`config.mk`:
```
export PLATFORM = sky130hd
export DESIGN_NAME = motor_command_text_parser
export DESIGN_NICKNAME = d
export VERILOG_FILES = /design/src/hw/rtl/mcp_pkg.sv /design/src/hw/rtl/mcp_parser.sv /design/src/hw/rtl/motor_command_text_parser.sv
export SDC_FILE = /design/constraint.sdc
export NUM_CORES = 1
export LEC_CHECK = 0
export BUFFER_PORTS_ARGS = -buffer_cell sky130_fd_sc_hd__buf_2
export CORE_MARGIN = 2
export CORE_UTILIZATION = 65
export DETAILED_ROUTE_END_ITERATION = 10
export PLACE_DENSITY = 0.84
export SKIP_LAST_GASP = 1
export SLEW_MARGIN = 5
export SYNTH_ARGS = -nofsm -noshare
export SYNTH_HDL_FRONTEND = slang
export SYNTH_SLANG_ARGS = --single-unit
```
`constraint.sdc`:
```
create_clock -name clk_i -period 14.1 [get_ports clk_i]
set_input_delay 2.115 -clock clk_i [delete_from_list [all_inputs] [get_ports clk_i]]
set_output_delay 2.115 -clock clk_i [all_outputs]
set_load 0.005 [all_outputs]
```
`src/hw/rtl/mcp_pkg.sv`:
```
// ----------------------------------------------------------------------------
// mcp_pkg
// Types and constants shared by the motor command text parser modules.
// ----------------------------------------------------------------------------
`timescale 1ns / 1ps

package mcp_pkg;

  localparam int unsigned SpeedW = 14;
  localparam int unsigned DigitW = 4;
  localparam int unsigned NumIntDigits = 3;

  localparam logic [7:0] AsciiZero = 8'h30;
  localparam logic [7:0] AsciiNine = 8'h39;
  localparam logic [7:0] AsciiColon = 8'h3a;
  localparam logic [7:0] AsciiDot = 8'h2e;

  localparam logic [SpeedW-1:0] SpeedReset = 14'd110;
  localparam logic [SpeedW-1:0] Weight1000 = 14'd1000;
  localparam logic [SpeedW-1:0] Weight100 = 14'd100;
  localparam logic [SpeedW-1:0] Weight10 = 14'd10;

  localparam int unsigned NumStates = 23;

  typedef enum logic [NumStates-1:0] {
    ST_IDLE  = 23'h000001,
    ST_D1    = 23'h000002,
    ST_D2    = 23'h000004,
    ST_D3    = 23'h000008,
    ST_D4    = 23'h000010,
    ST_DC1   = 23'h000020,
    ST_DC2   = 23'h000040,
    ST_M1    = 23'h000080,
    ST_M2    = 23'h000100,
    ST_M3    = 23'h000200,
    ST_M4    = 23'h000400,
    ST_M5    = 23'h000800,
    ST_MO    = 23'h001000,
    ST_MF    = 23'h002000,
    ST_MFF   = 23'h004000,
    ST_R1    = 23'h008000,
    ST_R2    = 23'h010000,
    ST_R3    = 23'h020000,
    ST_RD0   = 23'h040000,
    ST_RD1   = 23'h080000,
    ST_RD2   = 23'h100000,
    ST_RDOT  = 23'h200000,
    ST_RFRAC = 23'h400000
  } parse_state_e;

  typedef struct packed {
    logic [SpeedW-1:0] speed_tenths;
    logic              motor_on;
    logic              direction;
  } mcp_result_t;

endpackage

```
`src/hw/rtl/mcp_parser.sv`:
```
// ----------------------------------------------------------------------------
// mcp_parser
// Byte-wise command recogniser holding direction, motor flag and speed.
// ----------------------------------------------------------------------------
`timescale 1ns / 1ps

module mcp_parser
  import mcp_pkg::*;
(
  input  logic        clk_i,
  input  logic        rst_ni,
  input  logic        step_i,
  input  logic [7:0]  rx_byte_i,
  output mcp_result_t result_o
);

  parse_state_e state_q, state_d;
  logic [DigitW-1:0] digits_q [NumIntDigits];
  logic [DigitW-1:0] digits_d [NumIntDigits];
  logic direction_q, direction_d;
  logic motor_on_q, motor_on_d;
  logic [SpeedW-1:0] speed_q, speed_d;

  logic              is_digit;
  logic [DigitW-1:0] digit_val;
  logic [SpeedW-1:0] speed_calc;

  assign is_digit = (rx_byte_i >= AsciiZero) && (rx_byte_i <= AsciiNine);
  assign digit_val = DigitW'(rx_byte_i - AsciiZero);

  assign speed_calc = SpeedW'(SpeedW'(digits_q[0]) * Weight1000)
                    + SpeedW'(SpeedW'(digits_q[1]) * Weight100)
                    + SpeedW'(SpeedW'(digits_q[2]) * Weight10)
                    + SpeedW'(digit_val);

  always_comb begin
    state_d = ST_IDLE;
    digits_d = digits_q;
    direction_d = direction_q;
    motor_on_d = motor_on_q;
    speed_d = speed_q;
    case (state_q)
      ST_D1: state_d = (rx_byte_i == "I") ? ST_D2 : ST_IDLE;
      ST_D2: state_d = (rx_byte_i == "R") ? ST_D3 : ST_IDLE;
      ST_D3: state_d = (rx_byte_i == AsciiColon) ? ST_D4 : ST_IDLE;
      ST_D4: state_d = (rx_byte_i == "C") ? ST_DC1 : ST_IDLE;
      ST_DC1: begin
        if (rx_byte_i == "W") begin
          direction_d = 1'b1;
        end else if (rx_byte_i == "C") begin
          state_d = ST_DC2;
        end
      end
      ST_DC2: begin
        if (rx_byte_i == "W") begin
          direction_d = 1'b0;
        end
      end
      ST_M1: state_d = (rx_byte_i == "O") ? ST_M2 : ST_IDLE;
      ST_M2: state_d = (rx_byte_i == "T") ? ST_M3 : ST_IDLE;
      ST_M3: state_d = (rx_byte_i == "O") ? ST_M4 : ST_IDLE;
      ST_M4: state_d = (rx_byte_i == "R") ? ST_M5 : ST_IDLE;
      ST_M5: state_d = (rx_byte_i == AsciiColon) ? ST_MO : ST_IDLE;
      ST_MO: state_d = (rx_byte_i == "O") ? ST_MF : ST_IDLE;
      ST_MF: begin
        if (rx_byte_i == "N") begin
          motor_on_d = 1'b1;
        end else if (rx_byte_i == "F") begin
          state_d = ST_MFF;
        end
      end
      ST_MFF: begin
        if (rx_byte_i == "F") begin
          motor_on_d = 1'b0;
        end
      end
      ST_R1: state_d = (rx_byte_i == "P") ? ST_R2 : ST_IDLE;
      ST_R2: state_d = (rx_byte_i == "M") ? ST_R3 : ST_IDLE;
      ST_R3: state_d = (rx_byte_i == AsciiColon) ? ST_RD0 : ST_IDLE;
      ST_RD0: begin
        if (is_digit) begin
          digits_d[0] = digit_val;
          state_d = ST_RD1;
        end
      end
      ST_RD1: begin
        if (is_digit) begin
          digits_d[1] = digit_val;
          state_d = ST_RD2;
        end
      end
      ST_RD2: begin
        if (is_digit) begin
          digits_d[2] = digit_val;
          state_d = ST_RDOT;
        end
      end
      ST_RDOT: state_d = (rx_byte_i == AsciiDot) ? ST_RFRAC : ST_IDLE;
      ST_RFRAC: begin
        if (is_digit) begin
          speed_d = speed_calc;
        end
      end
      default: begin
        if (rx_byte_i == "D") begin
          state_d = ST_D1;
        end else if (rx_byte_i == "M") begin
          state_d = ST_M1;
        end else if (rx_byte_i == "R") begin
          state_d = ST_R1;
        end
      end
    endcase
  end

  always_ff @(posedge clk_i or negedge rst_ni) begin
    if (!rst_ni) begin
      state_q <= ST_IDLE;
      direction_q <= 1'b0;
      motor_on_q <= 1'b0;
      speed_q <= SpeedReset;
    end else if (step_i) begin
      state_q <= state_d;
      direction_q <= direction_d;
      motor_on_q <= motor_on_d;
      speed_q <= speed_d;
    end
  end

  // digit store needs no reset, always written before it is read
  always_ff @(posedge clk_i) begin
    if (step_i) begin
      digits_q <= digits_d;
    end
  end

  assign result_o.direction = direction_d;
  assign result_o.motor_on = motor_on_d;
  assign result_o.speed_tenths = speed_d;

endmodule

```
`src/hw/rtl/motor_command_text_parser.sv`:
```
// ----------------------------------------------------------------------------
// motor_command_text_parser
// Stream front end for the motor command recogniser: input beat register,
// parser, result register.
// ----------------------------------------------------------------------------
// path: input beat register, parser, result register; a stalled result holds the parser step
// throughput: one byte per cycle while m_tready_i does not stall the result beat
// reset: idle, direction 0, motor off, speed 110 (11.0 rpm)
`timescale 1ns / 1ps

module motor_command_text_parser
  import mcp_pkg::*;
(
  input  logic        clk_i,
  input  logic        rst_ni,
  input  logic        s_tvalid_i,
  output logic        s_tready_o,
  input  logic [7:0]  s_tdata_i,  // rx_byte[7:0]
  output logic        m_tvalid_o,
  input  logic        m_tready_i,
  output logic [15:0] m_tdata_o   // direction[0], motor_on[1], speed_tenths[15:2]
);

  logic        in_valid_q;
  logic [7:0]  in_byte_q;
  logic        out_valid_q;
  mcp_result_t out_q;
  mcp_result_t result;
  logic        step;

  assign step = in_valid_q && (!out_valid_q || m_tready_i);
  assign s_tready_o = !in_valid_q || step;

  mcp_parser u_parser (
    .clk_i    (clk_i),
    .rst_ni   (rst_ni),
    .step_i   (step),
    .rx_byte_i(in_byte_q),
    .result_o (result)
  );

  always_ff @(posedge clk_i or negedge rst_ni) begin
    if (!rst_ni) begin
      in_valid_q <= 1'b0;
      out_valid_q <= 1'b0;
    end else begin
      if (s_tready_o) begin
        in_valid_q <= s_tvalid_i;
      end
      if (step) begin
        out_valid_q <= 1'b1;
      end else if (m_tready_i) begin
        out_valid_q <= 1'b0;
      end
    end
  end

  always_ff @(posedge clk_i) begin
    if (s_tready_o && s_tvalid_i) begin
      in_byte_q <= s_tdata_i;
    end
    if (step) begin
      out_q <= result;
    end
  end

  assign m_tvalid_o = out_valid_q;
  assign m_tdata_o = {out_q.speed_tenths, out_q.motor_on, out_q.direction};

endmodule

```
==> qor.yml, run 1 <==
placed_design:
  place_area_um2: 5700
  gp_congestion: 0.984
  dp_hpwl_um: 8870
  port_buffers: 29
  dp_slack_ps: 9200
cts:
  cts_resized: 0
  cts_buffer_depth: 2
  cts_setup_buffers: 0
  cts_root_buf: "clkbuf_8"
  insertion_delay_ps: 370
  cts.clk_slew.worst_paths_ps: 100
  cts_sinks: 77
  holdBufCountCts: 0
  cts_buffers: 9
  cts_max_level: 3
  cts_tree: "yes"
global_route:
  grt_pass1_wl_um: 19300
  grt_antenna_before_repair: 0
  grt_pass1_vias: 4001
  track_usage_pct: 27.6
  grt_start_max_net_pins: 42
  gr-total-overflow: 0
worst_setup_path:
  cp_common_cell: "ha_1"
  r2r-start: "u_parser.digits_q[10]"
  cp_max_fo: 6
  crit_required_ps: 14210
  crit_arrival_ps: 5020
  rr_worst_depth: 15
  cp-start-kind: "flop"
  rr_endpoint: "m_tdata_o[15]"
  path_class: "flop to flop"
  cp_slowest_stage_delay_ps: 620
  cpMaxStageDelayCell: "fa_1"
  worstSetupEndpointType: "flop"
  r2r_slack_ps: 9190
  cp_cell_sequence: "fa_1, inv_1, fa_1, inv_1, ha_1, a21o_1, a21oi_1, xor2_1, ha_1, ha_1, ha_1, o41ai_1, o21ai_0, xnor2_1, mux2_1"
timing:
  finClkSkew_ps: 19.4
  report.final.slew_viol_count: 0
  fin_ws_ps: 9190
  fmaxAchievable_mhz: 204
  final-setup-viol-count: 0
  max_slew_margin_pct: 37.8
  timing_hold_violations_final: 0
  rsz0062_at_grt: "no"
  worst_pin_slew_ps: 928
  fin_tns_setup_ps: 0
  period_share_pct: 34.8
  min_period_ps: 4910
logic_synthesis:
  yosysSeqAreaShare_pct: 38.6
  synthCells: 535
  synth_warnings: 0
  avgSynthCellArea_um2: 10.2
  syn_nets: 615
  syn-cell-area_um2: 5480
  synth-edff-count: 36
  synth_ff_type: "edfxtp_1"
  synth_cell_types: 65
  yosys_register_bits: 77
  async_flop_share_pct: 53.2
floorplan:
  io_pins: 30
  core_area_um2: 8180
  chipWidth_um: 95.8
  num_rows: 33
  dieArea_um2: 9180
  start_util_pct: 67.0
  die_height_um: 95.8
job:
  max_cap_viol_count: 0
final_layout:
  final_cell_area_um2: 5900
  fillers: 595
  nets: 641
  antennaDiodeCount: 0
  drive_gt1_share_pct: 15.5
  multi_input_area_um2: 3110
  syn_to_final_growth_pct: 7.63
  regArea_um2: 2110
drt:
  firstDrtPassIters: 4
  routed_via_density: 6.15
  drtIter0Drc: 223
  wl_per_cell_um: 17.6
  ant_nets: 0
  totalWireLength_um: 11800
  drcViolationCount: 0
  vias: 4125
worst_hold_path:
  hp-class: "flop to flop"
  hp-start: "u_parser.speed_q[6]"
  hold_path_depth: 2
  hold_end: "u_parser.speed_q[6]"
run_status:
  outcome: "finished, final reports clean"
power_and_ir_drop:
  power_mw: 0.464
  peakVddDrop_mv: 0.0708
  power.density_nw_per_um2: 78.7
  power_leakage_nw: 2.62
-- flip-flops by register name, indices dropped and copies added (netlist names) --
register	count
m_tdata_o	16
u_parser.speed_q	14
u_parser.digits_q	12
in_byte_q	8
u_parser.state_q	23
u_parser.direction_q	1
in_valid_q	1
m_tvalid_o	1
u_parser.motor_on_q	1
-- routing by layer --
layer | up-vias | track usage [%] | part of all wire (%)
met5 | - | 0 | 0
met4 | 0 | 9.17 | 2.2
met3 | 19 | 5.25 | 4.8
met2 | 128 | 47.3 | 50
met1 | 2005 | 35.2 | 43
li1 | 1973 | - | -
-- cell usage after synthesis, types with 5 or more instances --
| cell type | n | area, um^2 |
|---|---|---|
| a21o_1 | 7 | 52.6 |
| a21oi_1 | 14 | 70.1 |
| and2_1 | 6 | 37.5 |
| buf_2 | 5 | 25.0 |
| clkbuf_1 | 8 | 30.0 |
| dfrtp_1 | 35 | 876 |
| dfstp_2 | 6 | 158 |
| edfxtp_1 | 36 | 1080 |
| fa_1 | 17 | 340 |
| ha_1 | 51 | 638 |
| inv_1 | 49 | 184 |
| mux2_2 | 10 | 113 |
| nand2_1 | 55 | 206 |
| nand2b_1 | 8 | 50.1 |
| nand3_1 | 7 | 35.0 |
| nand4_1 | 13 | 81.3 |
| nand4b_1 | 6 | 52.6 |
| nor2_1 | 42 | 158 |
| nor2b_1 | 8 | 50.1 |
| nor3_1 | 15 | 75.1 |
| nor4_1 | 12 | 75.1 |
| nor4b_1 | 6 | 52.6 |
| o21ai_0 | 13 | 65.1 |
| o21ai_1 | 6 | 30.0 |
| o22ai_1 | 5 | 31.3 |
| o31ai_1 | 6 | 45.0 |
| xnor2_1 | 11 | 96.3 |
| xor2_1 | 10 | 87.6 |
-- report_power, final --
part           internal, mW  switching [mW]  total, mW
clock network        0.0707           0.101      0.172
logic                0.0155          0.0213     0.0368
registers             0.249         0.00698      0.256
total                 0.335           0.129      0.464
-- cells in the final DEF (no fill, tap or decap), types with 9 or more instances in the layout --
cell type,n
mux2_2,10
dfrtp_1,35
ha_1,51
inv_1,49
a21oi_1,14
fa_1,17
edfxtp_1,36
nand4_1,13
nor3_1,15
nor2_1,42
clkbuf_8,9
nor4_1,12
xor2_1,10
xnor2_1,11
buf_2,29
nand2_1,55
o21ai_0,13
-- kinds of logic (layout without fill, tap and decap cells) --
logic type / after synthesis / after routing / synth area share, %
flip-flops: 77 / 77 / 38.6
AO/OA/AOI/OAI: 72 / 72 / 8.70
XOR/XNOR: 21 / 21 / 3.36
multiplexers: 16 / 16 / 3.49
adder cells (fa/ha/maj): 68 / 68 / 17.9
AND/OR/NAND/NOR: 216 / 216 / 23.3
buffers and inverters: 65 / 96 / 4.71
-- worst max-delay path: cells and delay by family, from the launching register on --
| kind | cells | cell delay [ps] |
|---|---|---|
| AOI/OAI and AO/OA | 4 | 1120 |
| xor gates and xnor gates | 2 | 340 |
| adders and majority gates | 6 | 2260 |
| buffers and inverters | 2 | 160 |
| DFF | 1 | 510 |
| muxes | 1 | 290 |
-- through the flow --
step           hold WS [ps]  cells  util, %
2_1_floorplan           437    535        -
3_3_place_gp            444    655     69.7
3_5_place_dp            466    655     69.7
4_1_cts                 481    671     72.1
5_1_grt                 521    671     72.1
6_report                477    671     72.1
-- how the worst max path moves through the flow --
stage,end,cells past startpoint,startpoint,slack [ps]
floorplan,m_tdata_o[15],15,u_parser.digits_q[10],9550
global placement,m_tdata_o[15],15,u_parser.digits_q[10],9410
detailed placement,m_tdata_o[15],15,u_parser.digits_q[10],9200
CTS,m_tdata_o[15],15,u_parser.digits_q[10],9200
global route,m_tdata_o[15],15,u_parser.digits_q[10],8980
finish,m_tdata_o[15],15,u_parser.digits_q[10],9190
-- cell type report --
type	count	area share, %
tap	105	2.23
inverter	49	3.12
multi-input combinational	393	52.7
sequential	77	35.9
timing repair buffer	31	2.72
clock inverter	7	1.29
clock buffer	9	2.10
(Power assumes the default switching activity.)
==> run 2, diff against run 1 <==
Settings changed: ABC_AREA set to 1, CORE_UTILIZATION 65 to 56, PLACE_DENSITY 0.84 to 0.77.
Clock period 14.1 ns to 4.4 ns, I/O delays scaled along.
==> run 2 against run 1 <==
Net effect: routed wire length rose by 10%; first-iteration DRC count rose by 38%; utilization is 5.9 points lower; critical endpoint is now m_tdata_o[14].
==> qor.yml, run 2 <==
run_status:
  outcome: "finished, final reports clean"
logic_synthesis:
  syn_nets: 738
  synth.area.top_cells: "edfxtp_1 19%, dfrtp_1 16%, ha_1 11%"
  synthCells: 658
  avgSynthCellArea_um2: 8.44
  ys_top_cells_by_count: "130 x nand2_1, 108 x inv_1, 57 x nor2_1"
  async_flop_share_pct: 53.2
  yosysSeqAreaShare_pct: 38.1
  synth_ff_type: "edfxtp_1"
  synth_most_common_cell: "nand2_1"
  yosys_register_bits: 77
  syn-cell-area_um2: 5550
  synth-edff-count: 36
  yosysTopAreaCell: "edfxtp_1"
  synth_cell_types: 47
  synth.top_cell.area_share_pct: 19.5
  synth_warnings: 0
worst_setup_path:
  path_class: "flop to flop"
  rr_endpoint: "m_tdata_o[14]"
  cp-start-kind: "flop"
  critPathTopFamily: "adder cells"
  cp_num_buf_inv: 4
  r2r-start: "u_parser.digits_q[11]"
  cpMaxStageDelayCell: "fa_1"
  r2r_slack_ps: 110
  cp-endpoint: "m_tdata_o[14]"
  crit_required_ps: 4540
  crit_cells: 20
  cp_common_cell: "ha_4"
  crit_arrival_ps: 4430
  worstSetupEndpointType: "flop"
  rr_worst_depth: 20
  cp_max_fo: 4
  cp_slowest_stage_delay_ps: 600
  critPathLaunch: "u_parser.digits_q[11]"
  cp_cell_sequence: "fa_1, inv_2, fa_1, inv_2, ha_4, a21oi_2, nand2_4, xnor2_2, inv_1, ha_1, ha_4, ha_4, a21oi_2, o21ai_0, a21oi_1, nand3_1, nand2_1, nand3_1, nand2_2, inv_1"
timing:
  finClkSkew_ps: 23.0
  max_slew_margin_pct: 18.7
  worst_pin_slew_ps: 1210
  min_period_ps: 4290
  period_share_pct: 97.5
  holdWs_ps: 394
  fin_ws_ps: 110
  final-setup-viol-count: 0
  report.final.slew_viol_count: 0
  timing_hold_violations_final: 0
  rsz0062_at_grt: "yes"
  fmaxAchievable_mhz: 233
power_and_ir_drop:
  p_comb_share_pct: 14.7
  switching_share_pct: 30.4
  power_leakage_nw: 3.09
  power.density_nw_per_um2: 250
  switching_power_mw: 0.489
  clkPwrFrac_pct: 32.5
  peakVddDrop_mv: 0.199
  p_int_mw: 1.12
  pwr-share-seq_pct: 52.9
job:
  max_cap_viol_count: 0
placed_design:
  dp_hpwl_um: 9540
  gp_congestion: 0.949
  port_buffers: 29
  dp_slack_ps: -102
drt:
  wl_per_cell_um: 15.4
  vias: 4572
  drtIter0Drc: 308
  routed_via_density: 5.42
  firstDrtPassIters: 5
  totalWireLength_um: 13000
  drcViolationCount: 0
  ant_nets: 0
cts:
  cts_root_buf: "clkbuf_8"
  cts_buffer_depth: 2
  cts_sinks: 77
  cts_tree: "yes"
  cts_buffers: 9
  cts.clk_slew.worst_paths_ps: 110
  insertion_delay_ps: 380
  cts_max_level: 3
  holdBufCountCts: 0
floorplan:
  chipWidth_um: 104
  dieArea_um2: 10700
  start_util_pct: 57.3
  core_area_um2: 9680
  io_pins: 30
  num_rows: 36
  die_height_um: 104
final_layout:
  regMostFlops: "u_parser.state_q"
  syn_to_final_growth_pct: 15.6
  final_common_cell: "nand2_1"
  largest_reg_flops: 23
  nets: 786
  multi_input_area_um2: 3230
  final_cell_mix: "123 x nand2_1, 105 x inv_1, 53 x nor2_1, 39 x nand3_1, 39 x ha_1"
  antennaDiodeCount: 0
  fillers: 765
  drive_gt1_share_pct: 22.1
  regArea_um2: 2110
global_route:
  track_usage_pct: 24.7
  grt_start_max_net_pins: 42
  grt_antenna_before_repair: 1
  top_usage_layer: "met2"
  grt_pass1_vias: 4619
  gr-usage-met1_pct: 29.0
  use_met3_pct: 4.97
  gr-total-overflow: 0
  grt_util_met2_pct: 44.0
  grt_pass1_wl_um: 21300
worst_hold_path:
  hp-class: "primary input to async pin"
run 2: timing repair:
item                                    4_1_cts  5_1_grt
buffers inserted                              1        2
gates resized for setup                       5       47
pin swaps                                     3       22
endpoints found under the setup margin        2       10
run 2: area by class of cell:
type / instances / share of cell area (%)
Tap cell: 133 / 2.59
Multi-Input combinational cell: 456 / 50.4
Clock inverter: 7 / 1.01
Sequential cell: 77 / 33.0
Clock buffer: 9 / 1.93
Timing Repair Buffer: 47 / 4.43
Inverter: 115 / 6.73
run 2: worst reg2reg max path: cells and delay by family, from the launching register on:
| family | cells | cell delay [ps] |
|---|---|---|
| buf+inv | 4 | 220 |
| compound gates | 4 | 650 |
| simple gates | 5 | 480 |
| fa+ha+maj | 6 | 2150 |
| flops | 1 | 430 |
| xor+xnor | 1 | 140 |
run 2: how the worst min path moves through the flow:
stage / slack [ps] / cells after the start / endpoint
floorplan: 360 / 0 / in_valid_q
global placement: 460 / 2 / u_parser.speed_q[10]
detailed placement: 470 / 2 / u_parser.speed_q[13]
CTS: 420 / 1 / u_parser.speed_q[11]
global route: 450 / 1 / in_byte_q[1]
finish: 390 / 1 / u_parser.speed_q[11]
run 2: stage by stage:
stage                     instance area, um^2  setup TNS [ps]  cells  power, mW  utilization (%)
after floorplan                          5550               0    658       1.02                -
after global placement                   5920               0    825       1.09             61.2
after detailed placement                 5920            -180    825       1.10             61.2
after CTS                                6150           -12.6    842       1.62             63.5
after global routing                     6420            -167    844       1.69             66.3
final                                    6420               0    844       1.61             66.3
run 2: power by group through the flow:
stage / clock (mW) / combinational, mW / sequential, mW
2_1_floorplan: 0 / 0.152 / 0.863
3_3_place_gp: 0 / 0.229 / 0.863
5_1_grt: 0.564 / 0.266 / 0.856
3_5_place_dp: 0 / 0.234 / 0.865
6_report: 0.521 / 0.236 / 0.849
4_1_cts: 0.533 / 0.236 / 0.850
run 2: cells by family (layout without fill, tap and decap cells):
group	after synthesis	count (layout)	synth area share, %
buf+inv	125	178	8.70
compound gates	77	77	8.18
simple gates	296	296	25.0
flops	77	77	38.1
fa+ha+maj	68	68	17.6
xor+xnor	15	15	2.37
run 2: layer usage:
metal	up-vias	wire, um
met5	-	11
met3	39	565
li1	2241	-
met2	135	6680
met4	2	427
met1	2155	5350
==> run 3, diff against run 2 <==
Settings changed: ABC_AREA 1 to 0, CELL_PAD_IN_SITES_DETAIL_PLACEMENT set to 1, CELL_PAD_IN_SITES_GLOBAL_PLACEMENT set to 2, CORE_UTILIZATION 56 to 37, PLACE_DENSITY 0.77 to unset, PLACE_DENSITY_LB_ADDON set to 0.1.
==> run 3 against run 2 <==
Net effect: first-iteration DRC count is 54% lower; fmax is 0.89% lower; final cell count is 7.0% lower; utilization is 20 points lower; critical path type unchanged; critical endpoint is now m_tdata_o[15]; largest power group unchanged.
==> qor.yml, run 3 (synthesized netlist as in run 1, its figures left out) <==
run_status:
  outcome: "finished, final reports clean"
cts:
  cts.clk_slew.worst_paths_ps: 60
  cts_buffers: 9
  cts_buffer_depth: 2
  cts_sinks: 77
  cts_root_buf: "clkbuf_16"
  holdBufCountCts: 0
  cts_tree: "yes"
  cts_max_level: 3
  insertion_delay_ps: 340
floorplan:
  die_height_um: 126
  core_area_um2: 14500
  chipWidth_um: 126
  start_util_pct: 37.8
  io_pins: 30
  num_rows: 44
  dieArea_um2: 15800
timing:
  timing_hold_violations_final: 0
  rsz0062_at_grt: "yes"
  period_share_pct: 98.4
  max_slew_margin_pct: 32.7
  report.final.slew_viol_count: 0
  worst_pin_slew_ps: 1010
  holdWs_ps: 468
  min_period_ps: 4330
  finClkSkew_ps: 8.35
  final-setup-viol-count: 0
  fmaxAchievable_mhz: 231
power_and_ir_drop:
  power_leakage_nw: 2.87
  power.density_nw_per_um2: 256
  peakVddDrop_mv: 0.162
worst_hold_path:
  hp-class: "flop to flop"
worst_setup_path:
  worstSetupEndpointType: "flop"
  cp-start-kind: "flop"
  path_class: "flop to flop"
  crit_arrival_ps: 4420
  crit_required_ps: 4490
  cp_max_fo: 3
global_route:
  gr-total-overflow: 0
  grt_pass1_wl_um: 23100
  track_usage_pct: 18.8
  grt_start_max_net_pins: 42
  grt_pass1_vias: 4463
  grt_antenna_before_repair: 0
final_layout:
  final_cell_mix: "55 x nand2_1, 45 x inv_1, 39 x ha_1, 38 x nor2_1, 36 x edfxtp_1"
  regMostFlops: "u_parser.state_q"
  nets: 676
  fillers: 1593
  final_util_pct: 45.9
  largest_reg_flops: 23
  final_common_cell: "nand2_1"
  antennaDiodeCount: 0
  syn_to_final_growth_pct: 21.2
  drive_gt1_share_pct: 26.1
drt:
  drtIter0Drc: 142
  wl_per_cell_um: 18.3
  routed_via_density: 5.39
  totalWireLength_um: 14300
  drcViolationCount: 0
  vias: 4229
  firstDrtPassIters: 4
  ant_nets: 0
job:
  max_cap_viol_count: 0
placed_design:
  dp_hpwl_um: 10700
  gp_congestion: 0.840
  port_buffers: 29
-- run 3: cell types whose count changed in the layout (fill, tap and decap cells not counted), sizes merged, moves of 13 or more --
cell / previous run / this run
nand2: 141 / 55
nor4: 1 / 16
mux2: 0 / 16
buf: 47 / 66
inv: 118 / 50
o22ai: 18 / 5
nand3: 42 / 7
o21ai: 32 / 19
nor2: 74 / 43
-- run 3: power by group --
group          leakage (nW)  internal (mW)  switching (mW)
clock                 0.147          0.441           0.311
combinational          1.84         0.0523          0.0794
sequential            0.881          0.798          0.0167
-- run 3: layout make-up --
class | instances | area, um^2 | area share [%]
repair buffers | 66 | 438 | 6.59
inverters | 49 | 184 | 2.77
multi-input cells | 393 | 3380 | 50.8
flip-flops and latches | 77 | 2110 | 31.8
clock inverters | 7 | 73.8 | 1.11
clock buffers | 9 | 225 | 3.39
well taps | 184 | 230 | 3.47
-- run 3: path summary, 6_finish.rpt --
| kind | startpoint | end | slack, ps | depth (start not counted) |
|---|---|---|---|---|
| setup / recovery | u_parser.digits_q[10] | m_tdata_o[15] | 70 | 18 |
| hold / removal | u_parser.speed_q[6] | u_parser.speed_q[6] | 470 | 2 |
| setup reg to reg | u_parser.digits_q[10] | m_tdata_o[15] | 70 | 18 |
| hold reg to reg | u_parser.speed_q[6] | u_parser.speed_q[6] | 470 | 2 |
| max in group asynchronous | rst_ni | u_parser.state_q[7] | 3290 | 1 |
| min in group asynchronous | rst_ni | u_parser.state_q[3] | 490 | 1 |
-- run 3: stage by stage --
step | cells | total power [mW] | instance area (um^2) | worst slack [ps] | TNS, ps
6_report | 785 | 1.70 | 6640 | 71.2 | 0
3_3_place_gp | 754 | 0.960 | 5960 | -42.6 | -86.3
3_5_place_dp | 754 | 0.965 | 5960 | -195 | -535
2_1_floorplan | 535 | 0.905 | 5490 | -0.414 | -0.414
5_1_grt | 785 | 1.77 | 6640 | -59.9 | -168
4_1_cts | 782 | 1.73 | 6470 | 17.3 | 0
-- run 3: timing repair --
action,CTS,global route
resized for setup,22,27
endpoints found under the setup margin,5,8
setup buffers,12,4
pin swaps,18,29
-- run 3: layer usage --
layer  GRT usage [%]  vias up  share of wire [%]
li1                -     2039                  -
met1            21.7     2111                 41
met2            33.8       51                 53
met3            3.31       28                2.9
met4            8.63        0                3.3
met5               0        -                  0
-- run 3: worst max-delay path, cell delays in order (launching register included) --
cell and delay, ps:
edfxtp_1 420, buf_6 150, fa_1 580, inv_2 60, fa_1 510, inv_2 50, ha_4 270, nor2b_4 160
nor2_2 60, xnor2_1 120, ha_1 320, ha_4 290, ha_4 200, nor3_4 220, nor2_4 70, o41ai_4 50
o21ai_1 130, xnor2_1 150, mux2_4 280
